<file path="config.mk">
export PLATFORM = sky130hd
export DESIGN_NAME = vvps_front
export DESIGN_NICKNAME = d
export VERILOG_FILES = /design/src/vvps_pkg.sv /design/src/vvps_front.sv
export SDC_FILE = /design/constraint.sdc
export NUM_CORES = 1
export LEC_CHECK = 0
export ABC_AREA = 1
export ABC_CLOCK_PERIOD_IN_PS = 14340
export BUFFER_PORTS_ARGS = -buffer_cell sky130_fd_sc_hd__buf_4
export CAP_MARGIN = 25
export CORE_ASPECT_RATIO = 1.5
export CORE_MARGIN = 4
export CORE_UTILIZATION = 45
export DETAILED_ROUTE_END_ITERATION = 16
export PLACE_DENSITY_LB_ADDON = 0.12
export SLEW_MARGIN = 30
export SYNTH_ARGS = -nofsm -noshare
export SYNTH_HDL_FRONTEND = slang
export SYNTH_SLANG_ARGS = --single-unit
</file>
<file path="constraint.sdc">
create_clock -name i_clk -period 14.34 [get_ports i_clk]
set_input_delay 0.717 -clock i_clk [delete_from_list [all_inputs] [get_ports i_clk]]
set_output_delay 0.717 -clock i_clk [all_outputs]
set_load 0.02 [all_outputs]
</file>
<file path="src/vvps_pkg.sv">
`timescale 1ns / 1ps
`default_nettype none

package vvps_pkg;

    // Fixed point format of positions, velocities and forces
    localparam int FRAC_BITS = 16;

    // Field widths
    localparam int POS_W = 31;
    localparam int VEL_W = 32;
    localparam int DT_W  = 17;
    localparam int LEN_W = 31;
    localparam int CNT_W = 16;

    // Configuration port
    localparam int CFG_W     = 31;
    localparam int CFG_IDX_W = 2;
    localparam logic [CFG_IDX_W-1:0] CFG_TIME_STEP   = 2'd0;
    localparam logic [CFG_IDX_W-1:0] CFG_BOX_LENGTH  = 2'd1;
    localparam logic [CFG_IDX_W-1:0] CFG_SKIN_MARGIN = 2'd2;

    localparam logic [DT_W-1:0]  RST_TIME_STEP   = 17'd328;
    localparam logic [LEN_W-1:0] RST_BOX_LENGTH  = 31'd655360;
    localparam logic [LEN_W-1:0] RST_SKIN_MARGIN = 31'd19661;

    // Queue between front and back
    localparam int QUEUE_DEPTH = 2;
    localparam int QPTR_W      = (QUEUE_DEPTH > 1) ? $clog2(QUEUE_DEPTH) : 1;
    localparam int QCNT_W      = $clog2(QUEUE_DEPTH + 1);

    // Item class decided at the front
    typedef enum logic [1:0] {
        KIND_KICK,
        KIND_DRIFT,
        KIND_DRIFT_LAST
    } t_kind;

    typedef struct packed {
        t_kind                   kind;
        logic [2:0][POS_W-1:0]   pos;
        logic [2:0][VEL_W-1:0]   vel;
        logic [2:0][VEL_W-1:0]   force_in;
    } t_item;

    typedef struct packed {
        logic [DT_W-1:0]  time_step;
        logic [LEN_W-1:0] box_length;
        logic [LEN_W-1:0] skin_margin;
    } t_cfg;

endpackage

`default_nettype wire

</file>
<file path="src/vvps_front.sv">
`timescale 1ns / 1ps
`default_nettype none

module vvps_front (
    input  wire                         i_clk,
    input  wire                         i_rst_n,
    input  wire                         i_in_valid,
    output logic                        o_in_stall,
    input  wire                         i_action,
    input  wire [vvps_pkg::POS_W-1:0]   i_pos_x,
    input  wire [vvps_pkg::POS_W-1:0]   i_pos_y,
    input  wire [vvps_pkg::POS_W-1:0]   i_pos_z,
    input  wire [vvps_pkg::VEL_W-1:0]   i_vel_x,
    input  wire [vvps_pkg::VEL_W-1:0]   i_vel_y,
    input  wire [vvps_pkg::VEL_W-1:0]   i_vel_z,
    input  wire [vvps_pkg::VEL_W-1:0]   i_force_x,
    input  wire [vvps_pkg::VEL_W-1:0]   i_force_y,
    input  wire [vvps_pkg::VEL_W-1:0]   i_force_z,
    input  wire                         i_last_particle,
    output logic                        o_q_valid,
    output vvps_pkg::t_item             o_q_item,
    input  wire                         i_pop
);

    vvps_pkg::t_item                    r_mem [vvps_pkg::QUEUE_DEPTH];
    logic [vvps_pkg::QPTR_W-1:0]        r_wr_ptr, n_wr_ptr;
    logic [vvps_pkg::QPTR_W-1:0]        r_rd_ptr, n_rd_ptr;
    logic [vvps_pkg::QCNT_W-1:0]        r_count, n_count;
    vvps_pkg::t_item                    w_item;
    logic                               w_push;
    logic                               w_pop;

    // Classify the incoming item; last_particle only matters for a drift
    always_comb begin
        if (i_action) begin
            w_item.kind = vvps_pkg::KIND_KICK;
        end else if (i_last_particle) begin
            w_item.kind = vvps_pkg::KIND_DRIFT_LAST;
        end else begin
            w_item.kind = vvps_pkg::KIND_DRIFT;
        end
        w_item.pos      = {i_pos_z, i_pos_y, i_pos_x};
        w_item.vel      = {i_vel_z, i_vel_y, i_vel_x};
        w_item.force_in = {i_force_z, i_force_y, i_force_x};
    end

    assign o_in_stall = (r_count == vvps_pkg::QCNT_W'(vvps_pkg::QUEUE_DEPTH));
    assign o_q_valid  = (r_count != '0);
    assign o_q_item   = r_mem[r_rd_ptr];
    assign w_push     = i_in_valid && !o_in_stall;
    assign w_pop      = i_pop && o_q_valid;

    // Pointer and fill count update
    always_comb begin
        n_wr_ptr = r_wr_ptr;
        n_rd_ptr = r_rd_ptr;
        n_count  = r_count;
        if (w_push) begin
            n_wr_ptr = (r_wr_ptr == vvps_pkg::QPTR_W'(vvps_pkg::QUEUE_DEPTH - 1)) ?
                       '0 : r_wr_ptr + 1'b1;
        end
        if (w_pop) begin
            n_rd_ptr = (r_rd_ptr == vvps_pkg::QPTR_W'(vvps_pkg::QUEUE_DEPTH - 1)) ?
                       '0 : r_rd_ptr + 1'b1;
        end
        if (w_push && !w_pop) begin
            n_count = r_count + 1'b1;
        end else if (w_pop && !w_push) begin
            n_count = r_count - 1'b1;
        end
    end

    always_ff @(posedge i_clk) begin
        if (!i_rst_n) begin
            r_wr_ptr <= '0;
            r_rd_ptr <= '0;
            r_count  <= '0;
        end else begin
            r_wr_ptr <= n_wr_ptr;
            r_rd_ptr <= n_rd_ptr;
            r_count  <= n_count;
        end
    end

    // Queue storage
    always_ff @(posedge i_clk) begin
        if (w_push) begin
            r_mem[r_wr_ptr] <= w_item;
        end
    end

    // Fill count follows pushes and pops
    a_count_track: assert property (@(posedge i_clk) disable iff (!i_rst_n)
        $past(i_rst_n) |->
        (32'(r_count) == 32'($past(r_count)) + 32'($past(w_push)) - 32'($past(w_pop))))
        else $error("queue fill count out of step");

endmodule

`default_nettype wire

</file>
== Word level (Yosys, flattened, before mapping) ==
Memory sizes are Yosys's and may differ from the RTL's. A register that Yosys moved wholly into a read port is not among the register bits.
Index checks and enable logic that the tools add are counted.
Widths: inputs -> output; s select.
Operators by class
  multiplexer cells: 10
  reduce and logical (&&, ||, !) cells: 9
  equality and inequality tests: 1
  add/sub/neg operators: 4
Operator list (count)
  $mux 2: 4
  $mux 1: 6
  $logic_and 1x1->1: 4
  $reduce_bool 2->1: 2
  $logic_not 1->1: 3
  $add 1x1->1 const B: 2
  $add 2x1->2 const B: 1
  $eq 2x2->1 const B: 1
  $sub 2x1->2 const B: 1
Storage, ports and cells
  output and inout bits: 289
  memories: 1
  bits in writable memories: 574
  bits of input ports: 291
  register bits: 4
  word-level logic and storage cells: 28
Memories
  r_mem: depth 2, bits a word 287, rd ports 1, clocked after Yosys merged registers in 1, write ports 1, line vvps_front.sv:25  | vvps_pkg::t_item r_mem [vvps_pkg::QUEUE_DEPTH];

== Depth between registers and ports, before layout ==
Gate-level depths: netlist (run 1).
  depth in word-level cells: 7
  depth in mapped cells: 10
  depth with buffers taken out: 10

== Least setup slack after synthesis (run 1) ==
Ideal clock, no wire load.
  kind: in2reg
  from: in i_in_valid
  to: mem r_mem[0][0] (netlist bit) (enable)
  stages on the path: 2
  library setup time: 0.942 ns
  slack: 0.644 ns
  arrival time: 12.754 ns
  cells stage by stage: o21ai_0 -> nor2_1
On the way
  cells in the longest elaborated chain, start to end: 3
Ends and longest elaborated chain
  start, declared: line vvps_front.sv:7  | input wire i_in_valid,
  $logic_and 1x1->1: line vvps_front.sv:50  | assign w_push = i_in_valid && !o_in_stall;
  $mux 1: line vvps_front.sv:87  | if (w_push) begin
  $mux 1 (implied by the code): line vvps_front.sv:88  | r_mem[r_wr_ptr] <= w_item;
  end, declared: line vvps_front.sv:25
No other way between the ends.

==> impl_metrics.json, run 1 <==
{
  "status": "finished, final reports clean",
  "cts_resized": 0,
  "antenna_found_initial": 9,
  "start_util": 0.457,
  "first_pass_iters": 4,
  "die_w_um": 188,
  "slew_violations": 0,
  "ir_worst_vdd_uv": 118,
  "worst-path-buf-inv": 3,
  "syn_to_final_growth_pct": 30.5,
  "fillerInstances": 3579,
  "syn_inst": 933,
  "fin_util": 0.596,
  "drive_gt1_frac": 0.601,
  "tns_ns": 0,
  "crit_fanout": 47,
  "hpwl_um": 35800,
  "post-route-period-util": 0.293,
  "final_nets": 1841,
  "leakagePower_uw": 0.0110,
  "fmax_mhz": 238,
  "die_h_um": 278,
  "slew_headroom": 0.390,
  "clockRootBuffer": "clkbuf_16",
  "path_class": "flip-flop to primary output",
  "rsz0062_at_grt": "false",
  "cpPeakStageDelay_ns": 0.83,
  "cp_top_family": "buffers and inverters",
  "wirelength_um": 50600,
  "io_buffers": 579,
  "drt_iter0_drc": 499,
  "cap_violations": 0,
  "cts_hold_buf": 0,
  "tritoncts": "done",
  "core_um2": 47900,
  "yosysTopAreaCell": "edfxtp_1",
  "r2r_slack_ns": 11.30,
  "std_cell_rows": 98,
  "ant_nets": 0,
  "gp_congestion": 0.765,
  "cts_made_buffers": 52,
  "fin_cells": 2244,
  "multi_input_area_um2": 4230,
  "ys_warn_count": 0,
  "worstMarginPinSlew_ns": 0.916,
  "critPathCaptureType": "primary output",
  "hold_viol": 0,
  "cp_data_arrival_time_ns": 3.49,
  "switching_share": 0.288,
  "place_area_um2": 27000,
  "crit_required_ns": 13.62,
  "placed_cells": 2145,
  "vias": 10800,
  "wl_per_cell_um": 22.5,
  "grt-ovfl-total": 0,
  "post-route-min-period_ns": 4.20,
  "ios": 580,
  "synth.avg_cell_area_um2": 23.5,
  "fin_skew_ns": 0.0156,
  "cts.htree.levels": 2,
  "pwr-share-clk": 0.260,
  "cp_slowest_cell": "buf_4",
  "grt_start_max_net_pins": 107,
  "synthTopCellsByArea": "edfxtp_1, mux2_4, mux2_2",
  "setup_viol": 0,
  "ys_seq_area_frac": 0.791,
  "synth_top_area_share": 0.787,
  "grt_pass1_vias": 11600,
  "power.switching_uw": 1450,
  "clock_latency_ns": 0.57,
  "synth_seq_cells": 579,
  "drc": 0,
  "power.density_nw_per_um2": 176,
  "p_int_uw": 3580,
  "seqPwrFrac": 0.438,
  "clk_pin_slew_ns": 0.07,
  "setup_ws_ns": 10.14,
  "grt_usage": 0.183,
  "post-place-ws_ns": 10.63,
  "grt_pass1_wl_um": 72100,
  "min_path_type": "primary input to flip-flop",
  "synth_nets": 1225,
  "fin_area_um2": 28600,
  "startpoint_type": "flip-flop",
  "syn_area_um2": 21900,
  "postCtsSetupBuffers": 0,
  "seqCellArea_um2": 17300,
  "cp_cell_sequence": "buf_4, buf_4, mux2_4, buf_4",
  "dieArea_um2": 52400,
  "cts_sinks": 579,
  "comb_power_share": 0.301,
  "cp_common_cell": "buf_4",
  "clock_path_buffers": 3,
  "viasPerCell": 4.82,
  "synth_cell_type_count": 15
}
-- power groups by stage --
stage	Sequential (uW)	Clock (uW)	Combinational, uW
6_report	2210	1310	1520
5_1_grt	2220	1420	1600
4_1_cts	2210	1350	1540
3_5_place_dp	2240	0	1540
3_3_place_gp	2250	0	1500
2_1_floorplan	2340	0	959
-- registers in the layout, summed over array words and instances, names as in the netlist, named ones only --
signal and count:
r_count 2, r_mem 574, r_rd_ptr 1, r_wr_ptr 1
-- layer usage --
| metal | wire, um | track usage | share of wire | vias to the layer above |
|---|---|---|---|---|
| li1 | - | - | - | 4933 |
| met1 | 16900 | 0.190 | 0.33 | 5362 |
| met2 | 26700 | 0.324 | 0.53 | 424 |
| met3 | 4610 | 0.0689 | 0.091 | 103 |
| met4 | 2350 | 0.0866 | 0.046 | 4 |
| met5 | 28 | 0 | 0.00055 | - |
-- cell usage in the layout (no fill, tap or decap), drive strengths merged --
cell type  instances
bufinv             3
ha                 1
clkbuf            66
dfxtp              5
clkinv            20
inv               12
nand3              1
diode              7
buf              594
o21a               1
nand2              7
mux2             287
nor2              11
o21ai              3
nand4              1
a21oi              1
edfxtp           574
-- worst reg2reg max path, delay by kind of cell, from the launching register on --
family,cells,cell delay [ns]
buffers and inverters,4,1.45
AND/OR/NAND/NOR,1,0.54
flip-flops,1,0.34
AO/OA/AOI/OAI,1,0.27
-- area by class of cell --
type | count | share of cell area
timing repair buffer | 594 | 0.160
tap | 650 | 0.0284
clock buffer | 66 | 0.0484
clock inverter | 26 | 0.00713
multi-input combinational | 313 | 0.148
inverter | 9 | 0.00118
sequential | 579 | 0.606
antenna | 7 | 0.000613
-- synth_stat cells --
cell      instances
nand2_1           7
ha_1              1
a21oi_1           1
mux2_4          230
edfxtp_1        574
nand3_1           1
buf_6            27
dfxtp_1           5
nand4_1           1
buf_2             5
inv_1             9
mux2_2           57
o21a_1            1
nor2_1           11
o21ai_0           3
-- final timing paths --
check	start	end	depth (start not counted)
max	flip-flop	o_q_item[236]	4
min	i_vel_y[25]	r_mem[1][153]	1
max reg2reg	r_count[1]	r_mem[0][3]	6
min reg2reg	r_rd_ptr	r_rd_ptr	2
-- through the flow --
stage / hold WS, ns / power [uW]
finish: 0.325 / 5030
global route: 0.295 / 5240
CTS: 0.291 / 5100
detailed placement: 0.489 / 3780
global placement: 0.482 / 3750
floorplan: 0.467 / 3300
-- kinds of logic after synthesis --
kind of cell             after synthesis  share of synthesized area
AO/OA/AOI/OAI                          5                    0.00126
adder cells (fa/ha/maj)                1                   0.000571
buffers and inverters                 41                     0.0166
flip-flops                           579                      0.791
multiplexers                         287                      0.187
AND/OR/NAND/NOR                       20                    0.00360
(Power assumes the default switching activity.)
==> run 2: changes to the inputs <==
--- a/config.mk
+++ b/config.mk
@@ -6,7 +6,7 @@
 export NUM_CORES = 1
 export LEC_CHECK = 0
 export ABC_AREA = 1
-export ABC_CLOCK_PERIOD_IN_PS = 14340
+export ABC_CLOCK_PERIOD_IN_PS = 4100
 export BUFFER_PORTS_ARGS = -buffer_cell sky130_fd_sc_hd__buf_4
 export CAP_MARGIN = 25
 export CORE_ASPECT_RATIO = 1.5
==> constraint.sdc (replaced) <==
create_clock -name i_clk -period 4.1 [get_ports i_clk]
set_input_delay 0.205 -clock i_clk [delete_from_list [all_inputs] [get_ports i_clk]]
set_output_delay 0.205 -clock i_clk [all_outputs]
set_load 0.02 [all_outputs]
==> run 2 against run 1 <==
  * Worst setup slack worse by 8.9 ns
  * Clock skew is 0.0056 ns lower
  * Critical path type unchanged
  * Register-to-register slack worse by 9.1 ns
  * Clock power grew to 3.6 times the previous value
  * Total power grew to 3.6 times the previous value
  * Global-route usage is 1.1 points higher
  * Critical path depth is 1 lower
  * Combinational power grew to 3.6 times the previous value
  * Largest cell class unchanged
  * Routed wire length is 4.4% higher
  * Utilization is 6.2 points higher
  * Sequential share of layout area is 5.7 points lower
  * Cell count is 13% higher
==> impl_metrics.json, run 2 (same netlist as run 1, synthesis figures left out) <==
{
  "status": "finished, final reports clean",
  "slew_violations": 0,
  "viasPerCell": 4.72,
  "grt-ovfl-total": 0,
  "wl_per_cell_um": 20.8,
  "grt_pass1_wl_um": 77900,
  "clockRootBuffer": "clkbuf_16",
  "io_buffers": 579,
  "cts_made_buffers": 53,
  "min_delay_path_depth": 4,
  "grt_pass1_vias": 13400,
  "vias": 11900,
  "r2r_slack_ns": 2.22,
  "dieArea_um2": 52400,
  "grt_start_max_net_pins": 155,
  "cts_hold_buf": 290,
  "post-route-period-util": 0.688,
  "crit_required_ns": 3.89,
  "die_w_um": 188,
  "largest_register": "r_mem",
  "leakagePower_uw": 0.0123,
  "critPathCaptureType": "primary output",
  "tritoncts": "done",
  "slew_headroom": 0.323,
  "syn_to_final_growth_pct": 44.0,
  "seqPwrFrac": 0.432,
  "rsz0062_at_grt": "false",
  "drive_gt1_frac": 0.509,
  "drc": 0,
  "cp_data_arrival_time_ns": 2.61,
  "hold_ws_ns": 0.0632,
  "rr_worst_depth": 4,
  "cap_violations": 0,
  "path_class": "flip-flop to primary output",
  "setup_ws_ns": 1.28,
  "final_common_cell": "buf_4",
  "largestRegisters": "r_mem (574), r_count (2)",
  "cts_sinks": 579,
  "postCtsSetupBuffers": 0,
  "min_path_type": "primary input to flip-flop",
  "pwr-share-clk": 0.263,
  "final_nets": 2130,
  "p_int_uw": 12900,
  "clock_path_buffers": 3,
  "wirelength_um": 52800,
  "hold_viol": 0,
  "ir_worst_vdd_uv": 452,
  "ios": 580,
  "tns_ns": 0,
  "power.switching_uw": 5150,
  "final_cell_mix": "buf_4, edfxtp_1, dlygate4sd3_1, mux2_4, mux2_2",
  "placed_cells": 2143,
  "fmax_mhz": 355,
  "gp_congestion": 0.798,
  "grt_usage": 0.194,
  "core_um2": 47900,
  "post-place-ws_ns": 1.83,
  "switching_share": 0.286,
  "crit_fanout": 41,
  "die_h_um": 278,
  "setup_viol": 0,
  "hold_path.startpoint": "i_pop",
  "fin_skew_ns": 0.00999,
  "fin_cells": 2534,
  "std_cell_rows": 98,
  "startpoint_type": "flip-flop",
  "drt_iter0_drc": 571,
  "largest_reg_flops": 574,
  "first_pass_iters": 4,
  "antenna_found_initial": 5,
  "ant_nets": 0,
  "comb_power_share": 0.305,
  "worstMarginPinSlew_ns": 1.02,
  "cts_resized": 0,
  "power.density_nw_per_um2": 570,
  "clk_pin_slew_ns": 0.06,
  "r2r_start": "r_count[1]",
  "start_util": 0.457,
  "post-route-min-period_ns": 2.82,
  "hpwl_um": 35600,
  "clock_latency_ns": 0.56,
  "fin_util": 0.658,
  "cts.htree.levels": 2
}
-- run 2: final timing paths --
check,endpoint
worst max-delay path,o_q_item[84]
worst min-delay path,flip-flop
worst max register to register,r_mem[0][55]
worst min register to register,flip-flop
-- run 2: area by class of cell --
class                   instances  area, um^2
clock buffers                  68        1430
well taps                     650         813
clock inverters                30         238
multi-input cells             313        4240
flip-flops and latches        579       17300
diodes                          3        7.51
inverters                       9        33.8
fillers                      3293       16400
repair buffers                882        7460
-- run 2: metrics by stage --
stage | power, uW | instance area (um^2)
5_1_grt | 18800 | 31600
3_3_place_gp | 13100 | 27000
2_1_floorplan | 11200 | 21900
3_5_place_dp | 13200 | 27000
6_report | 18000 | 31600
4_1_cts | 18200 | 31600
-- run 2: per-layer routing --
layer  global-route usage  share of wire
met1                0.202           0.34
met3               0.0580          0.072
met5                    0        0.00045
met4               0.0791          0.043
met2                0.361           0.54
-- run 2: power groups by stage --
stage | registers, uW | logic (uW) | clock network, uW
finish | 7770 | 5500 | 4730
global route | 7840 | 5780 | 5130
CTS | 7780 | 5570 | 4870
detailed placement | 7910 | 5310 | 0
global placement | 7870 | 5280 | 0
floorplan | 7870 | 3370 | 0
-- run 2: critical path: stages, from the launching register on --
cell     delay [ns]
dfxtp_4        0.94
buf_4          0.54
mux2_4         0.35
buf_4          0.16
==> run 3: changes to the inputs <==
--- a/config.mk
+++ b/config.mk
@@ -5,8 +5,8 @@
 export SDC_FILE = /design/constraint.sdc
 export NUM_CORES = 1
 export LEC_CHECK = 0
-export ABC_AREA = 1
-export ABC_CLOCK_PERIOD_IN_PS = 4100
+export ABC_AREA = 0
+export ABC_CLOCK_PERIOD_IN_PS = 2800
 export BUFFER_PORTS_ARGS = -buffer_cell sky130_fd_sc_hd__buf_4
 export CAP_MARGIN = 25
 export CORE_ASPECT_RATIO = 1.5
==> constraint.sdc (replaced) <==
create_clock -name i_clk -period 2.8 [get_ports i_clk]
set_input_delay 0.14 -clock i_clk [delete_from_list [all_inputs] [get_ports i_clk]]
set_output_delay 0.14 -clock i_clk [all_outputs]
set_load 0.02 [all_outputs]
==> run 3 against run 2 <==
  * Register-to-register slack got worse by 1.7 ns
  * Design area rose by 0.50%
  * Clock power is 52% higher
  * Synthesized area hardly changed
  * Combinational power up 68%
  * Largest cell class unchanged
==> impl_metrics.json, run 3 <==
{
  "postCtsSetupBuffers": 0,
  "grt_pass1_wl_um": 78200,
  "slew_headroom": 0.419,
  "ir_worst_vdd_uv": 681,
  "grt_start_max_net_pins": 140,
  "final_nets": 2125,
  "synth.avg_cell_area_um2": 23.8,
  "clock_path_buffers": 3,
  "ys_seq_area_frac": 0.791,
  "cp_slowest_cell": "dfxtp_4",
  "grt_pass1_vias": 13300,
  "largest_reg_flops": 574,
  "cts_made_buffers": 53,
  "yosysTopAreaCell": "edfxtp_1",
  "die_h_um": 278,
  "synth_nets": 1212,
  "setup_ws_ns": 0.405,
  "largestRegisters": "r_mem (574), r_count (2)",
  "io_buffers": 579,
  "final_cell_mix": "buf_4, edfxtp_1, dlygate4sd3_1, mux2_4, mux2_2",
  "startpoint_type": "flip-flop",
  "crit_required_ns": 2.66,
  "rr_worst_depth": 6,
  "clockRootBuffer": "clkbuf_16",
  "power.density_nw_per_um2": 872,
  "ios": 580,
  "rsz0062_at_grt": "false",
  "hold_viol": 0,
  "vias": 11900,
  "cp_data_arrival_time_ns": 2.25,
  "syn_area_um2": 21900,
  "grt-ovfl-total": 0,
  "cp_cell_sequence": "buf_12, mux2_2, buf_4",
  "r2r_end": "r_wr_ptr",
  "start_util": 0.457,
  "ys_warn_count": 0,
  "post-place-ws_ns": 0.901,
  "fin_util": 0.662,
  "ys_async_sr_fraction": 0,
  "post-route-period-util": 0.855,
  "worst-path-buf-inv": 2,
  "first_pass_iters": 4,
  "syn_to_final_growth_pct": 44.8,
  "r2r_start": "r_count[0]",
  "core_um2": 47900,
  "cap_violations": 0,
  "synth_top_area_share": 0.787,
  "die_w_um": 188,
  "largest_register": "r_mem",
  "post-route-min-period_ns": 2.39,
  "synth_cell_type_count": 23,
  "hpwl_um": 35200,
  "status": "finished, final reports clean",
  "wl_met1_um": 18200,
  "min_delay_path_depth": 4,
  "wl_per_cell_um": 20.9,
  "cts_sinks": 579,
  "hold_path.startpoint": "i_pop",
  "synth.most_common_cell": "edfxtp_1",
  "slew_violations": 0,
  "drive_gt1_frac": 0.517,
  "min_to": "r_rd_ptr",
  "synthTopCellsByArea": "edfxtp_1, mux2_4, mux2_2",
  "fin_skew_ns": 0.0193,
  "synth_flop_cell": "edfxtp_1",
  "dr_wl_met2_um": 28000,
  "cts.htree.levels": 2,
  "r2r_slack_ns": 0.55,
  "synth_edf_count": 574,
  "ant_nets": 0,
  "final_common_cell": "buf_4",
  "tritoncts": "done",
  "min_path_type": "primary input to flip-flop",
  "antenna_found_initial": 3,
  "clk_pin_slew_ns": 0.06,
  "gp_congestion": 0.769,
  "critPathCaptureType": "primary output",
  "worstMarginPinSlew_ns": 0.871,
  "routed-wl-met3_um": 4070,
  "setup_viol": 0,
  "wirelength_um": 52800,
  "cp_top_family": "flip-flops",
  "synth_commonest_cells": "edfxtp_1, mux2_4, mux2_2",
  "drc": 0,
  "clock_latency_ns": 0.57,
  "top_layer": "met4",
  "cpPeakStageDelay_ns": 0.63,
  "drt_iter0_drc": 553,
  "cts_resized": 0,
  "crit_fanout": 60,
  "grt_usage": 0.194,
  "leakagePower_uw": 0.0123,
  "dieArea_um2": 52400,
  "fmax_mhz": 418,
  "fillerInstances": 3257,
  "path_class": "flip-flop to primary output",
  "syn_inst": 920,
  "std_cell_rows": 98,
  "viasPerCell": 4.71,
  "synth_seq_cells": 579
}
## run 3: what timing repair did
action | in CTS | in global routing
endpoints found under the setup margin | 0 | 0
hold endpoints to repair | 579 | 0
hold buffers | 290 | 0
## run 3: worst max-delay path by stage
stage,start,to,slack (ns),cells past startpoint
floorplan,r_count[0],r_mem[0][0],-5.03,3
global placement,r_count[0],r_mem[0][115],0.93,4
detailed placement,r_count[0],r_mem[0][55],0.90,4
CTS,flip-flop,o_q_item[272],0.34,3
global route,flip-flop,o_q_item[272],0.28,3
finish,flip-flop,o_q_item[272],0.41,3
## run 3: layer usage
layer	global-route usage	up-vias
met5	0	-
met4	0.0863	0
met3	0.0586	125
met2	0.355	433
met1	0.206	5847
li1	-	5503
## run 3: layout make-up
class / count / area, um^2 / area share
sequential: 579 / 17300 / 0.547
timing repair buffer: 890 / 7540 / 0.238
multi-input combinational: 307 / 4250 / 0.134
clock buffer: 61 / 1360 / 0.0428
tap: 650 / 813 / 0.0256
clock inverter: 37 / 390 / 0.0123
inverter: 2 / 12.5 / 0.000394
antenna: 3 / 7.51 / 0.000237
## run 3: worst reg2reg max path, stage by stage (launching register included)
cell,delay [ns]
dfxtp_2,0.38
nand2b_4,0.17
inv_6,0.04
nor3_4,0.22
buf_12,0.59
o21a_1,0.25
dlygate4sd3_1,0.54
## run 3: per-stage QoR
stage                     total power, uW  cell area (um^2)  hold slack [ns]  setup TNS [ns]  std cells
after floorplan                     17200             21900            0.239        -1923.74        920
after global placement              20300             27100            0.325               0       2138
after detailed placement            20400             27100            0.328               0       2138
after CTS                           28000             31700         0.000123               0       2526
after global routing                28800             31700           0.0543               0       2529
final                               27700             31700           0.0350               0       2529
## run 3: kinds of logic after synthesis
group | share of synthesized area
XOR/XNOR | 0.00120
AND/OR/NAND/NOR | 0.00309
multiplexers | 0.187
adder cells (fa/ha/maj) | 0.000571
flip-flops | 0.791
AO/OA/AOI/OAI | 0.00148
buffers and inverters | 0.0154
## run 3: power breakdown
part	switching, uW	internal, uW	leakage (uW)
Sequential	325	10900	0.00540
Clock	3000	4210	0.000847
Combinational	4780	4470	0.00606
